===== src/design/wrng_pkg.sv =====
// Shared types, constants and constant functions for the WELL512a generator.
// No dependencies; every design module imports this package.
package wrng_pkg;

	localparam int unsigned POOL_DEPTH = 16;
	localparam int unsigned IDX_W      = $clog2(POOL_DEPTH);
	localparam int unsigned WORD_W     = 32;

	typedef logic [WORD_W-1:0]                  word_t;
	typedef logic [IDX_W-1:0]                   idx_t;
	typedef logic [POOL_DEPTH-1:0][WORD_W-1:0]  pool_t;
	typedef logic [POOL_DEPTH-1:0]              flags_t;

	localparam word_t TEMPER_MASK = 32'hDA44_2D24;
	localparam word_t EXPAND_MUL  = 32'd1812433253;

	typedef enum logic [1:0] {
		OP_DRAW = 2'd0,
		OP_SEED = 2'd1,
		OP_LOAD = 2'd2
	} op_t;

	typedef enum logic [1:0] {
		ST_IDLE,
		ST_EXPAND,
		ST_ALIGN
	} state_t;

	// controller -> datapath
	typedef struct packed {
		logic draw;        // run one generator step
		logic seed_start;  // write word 0 from the seed, clear rotor and counter
		logic expand;      // produce the next seed expansion word
		logic load_latch;  // capture a word load, clear the counter
		logic align_step;  // rotate the pool by one toward rotor zero
		logic load_write;  // write the captured word (rotor is zero)
	} dp_cmd_t;

	// datapath -> controller
	typedef struct packed {
		logic rot_zero;
		logic exp_last;
		logic out_hold;
	} dp_sts_t;

	function automatic word_t expand_step(input word_t prev, input idx_t k);
		word_t mixed;
		mixed = prev ^ (prev >> 30);
		return word_t'(EXPAND_MUL * mixed) + word_t'(k);
	endfunction

	// Pool contents for a given seed; only used for constants at elaboration
	function automatic pool_t expand_pool(input word_t seed);
		pool_t p;
		p[0] = seed;
		for (int k = 1; k < POOL_DEPTH; k++) begin
			p[k] = expand_step(p[k-1], idx_t'(k));
		end
		return p;
	endfunction

	function automatic flags_t zero_flags(input pool_t p);
		flags_t f;
		for (int k = 0; k < POOL_DEPTH; k++) begin
			f[k] = (p[k] == '0);
		end
		return f;
	endfunction

endpackage


===== src/design/wrng_in_if.sv =====
// Request channel of the WELL512a generator: valid/ready plus operation fields.
// Depends on nothing outside itself.
interface wrng_in_if;
	logic        valid;
	logic        ready;
	logic [1:0]  operation;
	logic [31:0] word_value;
	logic [3:0]  word_index;

	modport source (output valid, output operation, output word_value, output word_index,
		input ready);
	modport sink (input valid, input operation, input word_value, input word_index,
		output ready);
endinterface


===== src/design/wrng_out_if.sv =====
// Result channel of the WELL512a generator: valid/ready plus draw result fields.
// Depends on nothing outside itself.
interface wrng_out_if;
	logic        valid;
	logic        ready;
	logic [31:0] random_value;
	logic [31:0] draw_count;
	logic        state_invalid;

	modport source (output valid, output random_value, output draw_count,
		output state_invalid, input ready);
	modport sink (input valid, input random_value, input draw_count,
		input state_invalid, output ready);
endinterface


===== src/design/well512a_random_generator_core.sv =====
// WELL512a pseudo-random generator. A draw (operation 0) is taken and its
// result appears in the output register in the cycle after; while results are
// taken, one draw is accepted every cycle. A single-value seed (operation 1)
// keeps the request channel busy while it takes the seed and then produces the
// fifteen expansion words, one per cycle, with the single 32-bit multiplier.
// A word load (operation 2) takes the request, then the pool, kept rotated to
// the current rotor position, is turned back one word a cycle until the rotor
// reads zero, and then the word is written. Operation 3 is accepted and dropped.
// Requests wait while a result is held unaccepted.
// Reset loads the pool expanded from seed zero and needs no startup pass.
module well512a_random_generator_core
	import wrng_pkg::*;
(
	input  logic      clk,
	input  logic      arst_n,
	wrng_in_if.sink   req,
	wrng_out_if.source rsp
);

	dp_cmd_t cmd;
	dp_sts_t sts;

	wrng_ctrl u_ctrl (
		.clk      (clk),
		.arst_n   (arst_n),
		.in_valid (req.valid),
		.in_op    (req.operation),
		.in_ready (req.ready),
		.sts      (sts),
		.cmd      (cmd)
	);

	wrng_dp u_dp (
		.clk        (clk),
		.arst_n     (arst_n),
		.cmd        (cmd),
		.sts        (sts),
		.word_value (req.word_value),
		.word_index (req.word_index),
		.rsp        (rsp)
	);

endmodule


===== src/design/wrng_ctrl.sv =====
// Sequencer of the WELL512a generator: accepts requests, runs seed expansion
// and pool re-alignment. Uses wrng_pkg; drives the datapath by dp_cmd_t.
module wrng_ctrl
	import wrng_pkg::*;
(
	input  logic       clk,
	input  logic       arst_n,
	input  logic       in_valid,
	input  logic [1:0] in_op,
	output logic       in_ready,
	input  dp_sts_t    sts,
	output dp_cmd_t    cmd
);

	state_t state_q, state_d;
	op_t    op;
	logic   accept;

	assign op     = op_t'(in_op);
	assign accept = in_valid && (state_q == ST_IDLE) && !sts.out_hold;

	always_ff @(posedge clk or negedge arst_n) begin
		if (!arst_n) begin
			state_q <= ST_IDLE;
		end else begin
			state_q <= state_d;
		end
	end

	always_comb begin
		state_d = state_q;
		unique case (state_q)
			ST_IDLE: begin
				if (accept) begin
					unique case (op)
						OP_SEED: state_d = ST_EXPAND;
						OP_LOAD: state_d = ST_ALIGN;
						default: state_d = ST_IDLE;
					endcase
				end
			end
			ST_EXPAND: begin
				if (sts.exp_last) state_d = ST_IDLE;
			end
			ST_ALIGN: begin
				if (sts.rot_zero) state_d = ST_IDLE;
			end
			default: state_d = ST_IDLE;
		endcase
	end

	always_comb begin
		cmd      = '0;
		in_ready = 1'b0;
		unique case (state_q)
			ST_IDLE: begin
				in_ready = !sts.out_hold;
				if (accept) begin
					unique case (op)
						OP_DRAW: cmd.draw       = 1'b1;
						OP_SEED: cmd.seed_start = 1'b1;
						OP_LOAD: cmd.load_latch = 1'b1;
						default: cmd            = '0;
					endcase
				end
			end
			ST_EXPAND: cmd.expand = 1'b1;
			ST_ALIGN: begin
				// rotate until the pool sits at rotor zero, then write the word
				if (sts.rot_zero) begin
					cmd.load_write = 1'b1;
				end else begin
					cmd.align_step = 1'b1;
				end
			end
			default: cmd = '0;
		endcase
	end

endmodule


===== src/design/wrng_dp.sv =====
// Datapath of the WELL512a generator: rotating 16-word pool, seed expansion
// multiplier, draw counter and result register. Uses wrng_pkg and wrng_out_if.
module wrng_dp
	import wrng_pkg::*;
(
	input  logic        clk,
	input  logic        arst_n,
	input  dp_cmd_t     cmd,
	output dp_sts_t     sts,
	input  logic [31:0] word_value,
	input  logic [3:0]  word_index,
	wrng_out_if.source  rsp
);

	localparam pool_t  SEED0_POOL  = expand_pool('0);
	localparam flags_t SEED0_ZEROS = zero_flags(SEED0_POOL);

	// Position k of the pool holds pool word (rotor + k); a draw rotates by one.
	pool_t  pool_q;
	flags_t zero_q;
	idx_t   rot_q;
	word_t  cnt_q;
	word_t  prev_q;
	idx_t   kx_q;
	word_t  ld_val_q;
	idx_t   ld_idx_q;

	logic   rsp_valid_q;
	word_t  rsp_value_q;
	word_t  rsp_count_q;
	logic   rsp_bad_q;

	word_t  w0, w9, w13, old;
	word_t  mixa, mixb, fresh, temper, newb;
	word_t  exp_word;
	idx_t   pos_a0, pos_a1;
	logic   bad;

	assign w0  = pool_q[0];
	assign w9  = pool_q[9];
	assign w13 = pool_q[13];
	assign old = pool_q[POOL_DEPTH-1];

	assign mixa   = w0 ^ w13 ^ (w0 << 16) ^ (w13 << 15);
	assign mixb   = w9 ^ (w9 >> 11);
	assign fresh  = mixa ^ mixb;
	assign temper = fresh ^ ((fresh << 5) & TEMPER_MASK);
	assign newb   = old ^ mixa ^ temper ^ (old << 2) ^ (mixa << 18) ^ (mixb << 28);

	assign exp_word = expand_step(prev_q, kx_q);

	// physical positions of pool words 0 and 1
	assign pos_a0 = idx_t'(0) - rot_q;
	assign pos_a1 = idx_t'(1) - rot_q;
	assign bad    = zero_q[pos_a0] && zero_q[pos_a1];

	assign sts.rot_zero = (rot_q == '0);
	assign sts.exp_last = (kx_q == idx_t'(POOL_DEPTH - 1));
	assign sts.out_hold = rsp_valid_q && !rsp.ready;

	assign rsp.valid         = rsp_valid_q;
	assign rsp.random_value  = rsp_value_q;
	assign rsp.draw_count    = rsp_count_q;
	assign rsp.state_invalid = rsp_bad_q;

	always_ff @(posedge clk or negedge arst_n) begin
		if (!arst_n) begin
			pool_q <= SEED0_POOL;
			zero_q <= SEED0_ZEROS;
			rot_q  <= '0;
			cnt_q  <= '0;
			kx_q   <= '0;
		end else begin
			if (cmd.draw) begin
				pool_q <= {pool_q[POOL_DEPTH-2:1], fresh, newb};
				zero_q <= {zero_q[POOL_DEPTH-2:1], (fresh == '0), (newb == '0)};
				rot_q  <= rot_q - idx_t'(1);
				cnt_q  <= cnt_q + word_t'(1);
			end else if (cmd.seed_start) begin
				pool_q[0] <= word_value;
				zero_q[0] <= (word_value == '0);
				rot_q     <= '0;
				cnt_q     <= '0;
				kx_q      <= idx_t'(1);
			end else if (cmd.expand) begin
				pool_q[kx_q] <= exp_word;
				zero_q[kx_q] <= (exp_word == '0);
				kx_q         <= kx_q + idx_t'(1);
			end else if (cmd.load_latch) begin
				cnt_q <= '0;
			end else if (cmd.align_step) begin
				pool_q <= {pool_q[POOL_DEPTH-2:0], pool_q[POOL_DEPTH-1]};
				zero_q <= {zero_q[POOL_DEPTH-2:0], zero_q[POOL_DEPTH-1]};
				rot_q  <= rot_q - idx_t'(1);
			end else if (cmd.load_write) begin
				pool_q[ld_idx_q] <= ld_val_q;
				zero_q[ld_idx_q] <= (ld_val_q == '0);
			end
		end
	end

	// expansion chain and load capture: payload only
	always_ff @(posedge clk) begin
		if (cmd.seed_start) begin
			prev_q <= word_value;
		end else if (cmd.expand) begin
			prev_q <= exp_word;
		end
		if (cmd.load_latch) begin
			ld_val_q <= word_value;
			ld_idx_q <= word_index;
		end
	end

	always_ff @(posedge clk or negedge arst_n) begin
		if (!arst_n) begin
			rsp_valid_q <= 1'b0;
		end else if (cmd.draw) begin
			rsp_valid_q <= 1'b1;
		end else if (rsp.ready) begin
			rsp_valid_q <= 1'b0;
		end
	end

	always_ff @(posedge clk) begin
		if (cmd.draw) begin
			rsp_value_q <= newb;
			rsp_count_q <= cnt_q + word_t'(1);
			rsp_bad_q   <= bad;
		end
	end

endmodule


===== src/flat_wrapper.sv =====
// flat-port wrapper written by rule: the top's interface ports become plain ports
module well512a_random_generator_core_flat import wrng_pkg::*;
  (clk, arst_n, req_valid, req_operation, req_word_value, req_word_index, req_ready, rsp_valid, rsp_random_value, rsp_draw_count, rsp_state_invalid, rsp_ready);
  wrng_in_if req_i ();
  wrng_out_if rsp_i ();
  input  logic clk;
  input  logic arst_n;
  input wire logic [$bits(req_i.valid)-1:0] req_valid;
  input wire logic [$bits(req_i.operation)-1:0] req_operation;
  input wire logic [$bits(req_i.word_value)-1:0] req_word_value;
  input wire logic [$bits(req_i.word_index)-1:0] req_word_index;
  output wire logic [$bits(req_i.ready)-1:0] req_ready;
  output wire logic [$bits(rsp_i.valid)-1:0] rsp_valid;
  output wire logic [$bits(rsp_i.random_value)-1:0] rsp_random_value;
  output wire logic [$bits(rsp_i.draw_count)-1:0] rsp_draw_count;
  output wire logic [$bits(rsp_i.state_invalid)-1:0] rsp_state_invalid;
  input wire logic [$bits(rsp_i.ready)-1:0] rsp_ready;
  assign req_i.valid = req_valid;
  assign req_i.operation = req_operation;
  assign req_i.word_value = req_word_value;
  assign req_i.word_index = req_word_index;
  assign req_ready = req_i.ready;
  assign rsp_valid = rsp_i.valid;
  assign rsp_random_value = rsp_i.random_value;
  assign rsp_draw_count = rsp_i.draw_count;
  assign rsp_state_invalid = rsp_i.state_invalid;
  assign rsp_i.ready = rsp_ready;
  well512a_random_generator_core u_core (.clk(clk), .arst_n(arst_n), .req(req_i), .rsp(rsp_i));
endmodule

===== config.mk =====
export PLATFORM = sky130hd
export DESIGN_NAME = well512a_random_generator_core_flat
export DESIGN_NICKNAME = d
export VERILOG_FILES = /design/src/design/wrng_pkg.sv /design/src/design/wrng_in_if.sv /design/src/design/wrng_out_if.sv /design/src/design/well512a_random_generator_core.sv /design/src/design/wrng_ctrl.sv /design/src/design/wrng_dp.sv /design/src/flat_wrapper.sv
export SDC_FILE = /design/constraint.sdc
export NUM_CORES = 2
export LEC_CHECK = 0
export BUFFER_PORTS_ARGS = -buffer_cell sky130_fd_sc_hd__clkbuf_2
export CAP_MARGIN = 40
export CORE_MARGIN = 1
export CORE_UTILIZATION = 55
export CTS_BUF_LIST = sky130_fd_sc_hd__clkbuf_4
export DETAILED_ROUTE_END_ITERATION = 8
export PLACE_DENSITY = 0.68
export SLEW_MARGIN = 25
export SYNTH_ARGS = -nofsm -noshare
export SYNTH_HDL_FRONTEND = slang
export SYNTH_SLANG_ARGS = --single-unit
export TNS_END_PERCENT = 20

===== constraint.sdc =====
create_clock -name clk -period 8.3 [get_ports clk]
set_input_delay 1.66 -clock clk [delete_from_list [all_inputs] [get_ports clk]]
set_output_delay 1.66 -clock clk [all_outputs]
set_load 0.01 [all_outputs]

==> impl_metrics.tcl <==
set metrics [dict create \
    die_w_um 302 \
    clock_skew_ns 0.119 \
    synth_top_cell_area_share_pct 17.4 \
    outcome "finished with violations" \
    fp.coreArea_sq_um 88800 \
    post-route-util_pct 61.0 \
    synthTopCellsByArea "dfrtp_1 (17%), dfstp_2 (12%), o21ai_0 (10%), edfxtp_1 (8.1%), fa_1 (6.0%)" \
    dieArea_sq_um 91200 \
    hold_path_class "flip-flop to flip-flop" \
    finalSetupViolCount 0 \
    viasPerCell 6.90 \
    worstSetupPathType "flip-flop to flip-flop" \
    synthFlopType "dfrtp_1" \
    area_growth_syn_to_layout_pct 9.51 \
    slew_violations 0 \
    syn-num-nets 5973 \
    timing.final.crit_share_pct 94.1 \
    ys.warnings.count 0 \
    clock_latency_ns 1.21 \
    endpoint "u_core.u_dp.zero_q[6]$_DFFE_PN0P_" \
    tns_ns 0 \
    nets 5871 \
    violations "DRC" \
    drtIter0Drc 6970 \
    ios 109 \
    start_util_pct 55.7 \
    yosysTopAreaCell "dfrtp_1" \
    antenna_found_initial 10 \
    grt_max_degree 241 \
    synthArstFlopShare_pct 81.1 \
    cp_max_fo 16 \
    cts_htree_levels 4 \
    dr.pass1.iters 9 \
    clkSinkCount 704 \
    cts.clk_slew.worst_paths_ns 0.07 \
    port_buffers 108 \
    cts_hold_buf 0 \
    max_freq_mhz 128 \
    critPathCaptureType "flip-flop" \
    cts_tree "built" \
    setup.worst_path.start_class "flip-flop" \
    yosysSeqAreaShare_pct 37.5 \
    synthCells 5561 \
    drt_drc_violations_left 48 \
    syn_avg_cell_area_sq_um 8.90 \
    grtUsageTotal_pct 40.5 \
    r2r-start "u_core.u_dp.prev_q[30]$_DFFE_PP_" \
    postCtsSetupRepairBufs 0 \
    maxCapViolCount 0 \
    hold_viol 0 \
    relSlewSlack_pct 13.7 \
    grt_pass1_wl_um 279000 \
    n_fill_cell 7718 \
    wl_um 186000 \
    synth_seq_cells 704 \
    clock-root-buffer "clkbuf_4" \
    r2r-end "u_core.u_dp.zero_q[6]$_DFFE_PN0P_" \
    r2r_slack_ns 0.49 \
    drt-wirelength-per-cell_um 27.4 \
    numCtsBuffers 192 \
    period_needed_ns 7.81 \
    critPathArrivalTime_ns 8.83 \
    num_vias 46900 \
    min_delay_path_depth 2 \
    overflow 0 \
    std_cell_rows 109 \
    drt.antenna.violating_nets 0 \
    gp_congestion 1.02 \
    postCtsResizedCells 0 \
    critical_path.startpoint "u_core.u_dp.prev_q[30]$_DFFE_PP_" \
    cp.required_ns 9.32 \
    drive_gt1_share_pct 17.1 \
    dieHeight_um 302 \
    tightest_slew_ns 1.29 \
    post-dp-hpwl_um 123000 \
    synth_edf_count 133 \
    grt_pass1_vias 43500 \
    ys_types 90 \
    ctsLongestPathBuffers 3 \
    syn_area_sq_um 49500 \
    rr_worst_depth 25 \
    rsz0062_at_grt "false" \
]
[cell usage after synthesis, types with 7 or more instances]
cell type / instances
nand3_1: 38
buf_1: 82
dfstp_2: 227
ha_1: 222
dfrtp_1: 344
o21ai_1: 37
clkbuf_1: 454
xnor2_2: 7
a221oi_1: 336
and2_1: 7
xnor2_1: 221
o32ai_1: 10
mux4_2: 10
a21oi_1: 93
o31ai_1: 29
o211ai_1: 7
nor2_1: 155
buf_2: 37
xor2_1: 68
edfxtp_1: 133
a31oi_1: 9
o221ai_1: 52
o21ai_0: 1025
nor4_1: 27
nor3_1: 21
nor2b_1: 14
o22ai_1: 414
nand2b_1: 12
o221ai_2: 8
a21o_1: 8
fa_1: 148
and3_1: 16
a22o_1: 15
a22oi_1: 193
nand4_1: 21
nand2_1: 686
o211a_1: 7
inv_1: 259
[sequential cells by signal (all words and copies together) (netlist names), 32 cells and up]
name	flops
u_core.u_dp.pool_q	384
u_core.u_dp.prev_q	32
u_core.u_dp.w9	32
u_core.u_dp.ld_val_q	32
u_core.u_dp.rsp.random_value	32
u_core.u_dp.cnt_q	32
u_core.u_dp.rsp.draw_count	32
u_core.u_dp.old	32
u_core.u_dp.w13	32
u_core.u_dp.w0	32
[metrics by stage]
| step | setup WS [ns] | instances | instance area, sq um | hold WS [ns] |
|---|---|---|---|---|
| after CTS | 0.525 | 6780 | 54000 | 0.471 |
| after floorplan | 1.40 | 5561 | 49500 | 0.448 |
| after detailed placement | 0.589 | 6419 | 51400 | 0.462 |
| final | 0.492 | 6800 | 54200 | 0.472 |
| after global routing | 0.120 | 6798 | 54200 | 0.498 |
| after global placement | 0.499 | 6389 | 50700 | 0.460 |
[cell usage in the layout, fill, tap and decap left out, drive strengths merged, types with 12 or more instances in the layout]
cell type / n
nor3: 21
buf: 173
a22oi: 193
nand2b: 12
nand2: 686
clkbuf: 421
ha: 222
nand3: 39
o22ai: 414
a221oi: 337
o31ai: 29
edfxtp: 133
o221ai: 60
nor2b: 14
inv: 265
a22o: 15
dfrtp: 344
o21ai: 1063
and3: 16
nand4: 22
clkinv: 40
dfstp: 227
xor2: 74
a21oi: 94
fa: 148
nor4: 29
nor2: 156
xnor2: 228
[per-layer routing]
metal	part of all wire [%]	vias up	wire, um	GRT usage (%)
met3	13	617	24400	11.5
met5	0.037	-	69	0
met2	42	3292	78600	58.2
met1	39	22500	72700	55.4
li1	-	20500	-	-
met4	5.7	10	10600	21.3
[worst max-delay path, cell delays in order (launching register included)]
cell and delay, ns:
edfxtp_1 0.44, xor2_1 0.44, xor2_1 0.17, ha_1 0.21, or2_2 0.29, ha_1 0.27, inv_1 0.05, fa_1 0.48
inv_1 0.05, ha_1 0.19, fa_1 0.47, fa_1 0.47, fa_1 0.51, inv_1 0.05, fa_1 0.53, inv_1 0.06
ha_1 0.43, nand4_1 0.23, nor2_1 0.15, a22oi_1 0.11, nand3b_4 0.18, a2111oi_4 0.11, nor4_4 0.73, o2111a_1 0.35
nand4_4 0.34, o221ai_1 0.34
[how the worst min path moves through the flow]
stage / endpoint / start
2_1_floorplan: u_core.u_dp.pool_q[158]$_DFFE_PN1P_ / u_core.u_dp.pool_q[158]$_DFFE_PN1P_
3_3_place_gp: u_core.u_dp.pool_q[471]$_DFFE_PN1P_ / u_core.u_dp.pool_q[471]$_DFFE_PN1P_
3_5_place_dp: u_core.u_dp.pool_q[471]$_DFFE_PN1P_ / u_core.u_dp.pool_q[471]$_DFFE_PN1P_
4_1_cts: u_core.u_dp.pool_q[471]$_DFFE_PN1P_ / u_core.u_dp.pool_q[471]$_DFFE_PN1P_
5_1_grt: u_core.u_dp.pool_q[286]$_DFFE_PN1P_ / u_core.u_dp.pool_q[286]$_DFFE_PN1P_
6_report: u_core.u_dp.pool_q[286]$_DFFE_PN1P_ / u_core.u_dp.pool_q[286]$_DFFE_PN1P_
[area by class of cell]
| class | count | area [sq um] | area share (%) |
|---|---|---|---|
| Antenna cell | 9 | 22.5 | 0.0416 |
| Inverter | 260 | 983 | 1.81 |
| Sequential cell | 704 | 18600 | 34.3 |
| Multi-Input combinational cell | 4020 | 28100 | 51.9 |
| Timing Repair Buffer | 281 | 2470 | 4.55 |
| Clock inverter | 48 | 223 | 0.411 |
| Tap cell | 1165 | 1460 | 2.69 |
| Clock buffer | 313 | 2350 | 4.34 |
[cells by family after synthesis]
logic type,after synthesis,synth area share (%)
compound gates,2289,29.2
xor+xnor,302,5.54
fa+ha+maj,370,11.6
buf+inv,837,6.49
flops,704,37.5
mux,22,0.713
simple gates,1037,8.89
Power is left out: the tool's default activity adds up to more than one toggle a clock period on the data nets, which glitch-free logic cannot reach.
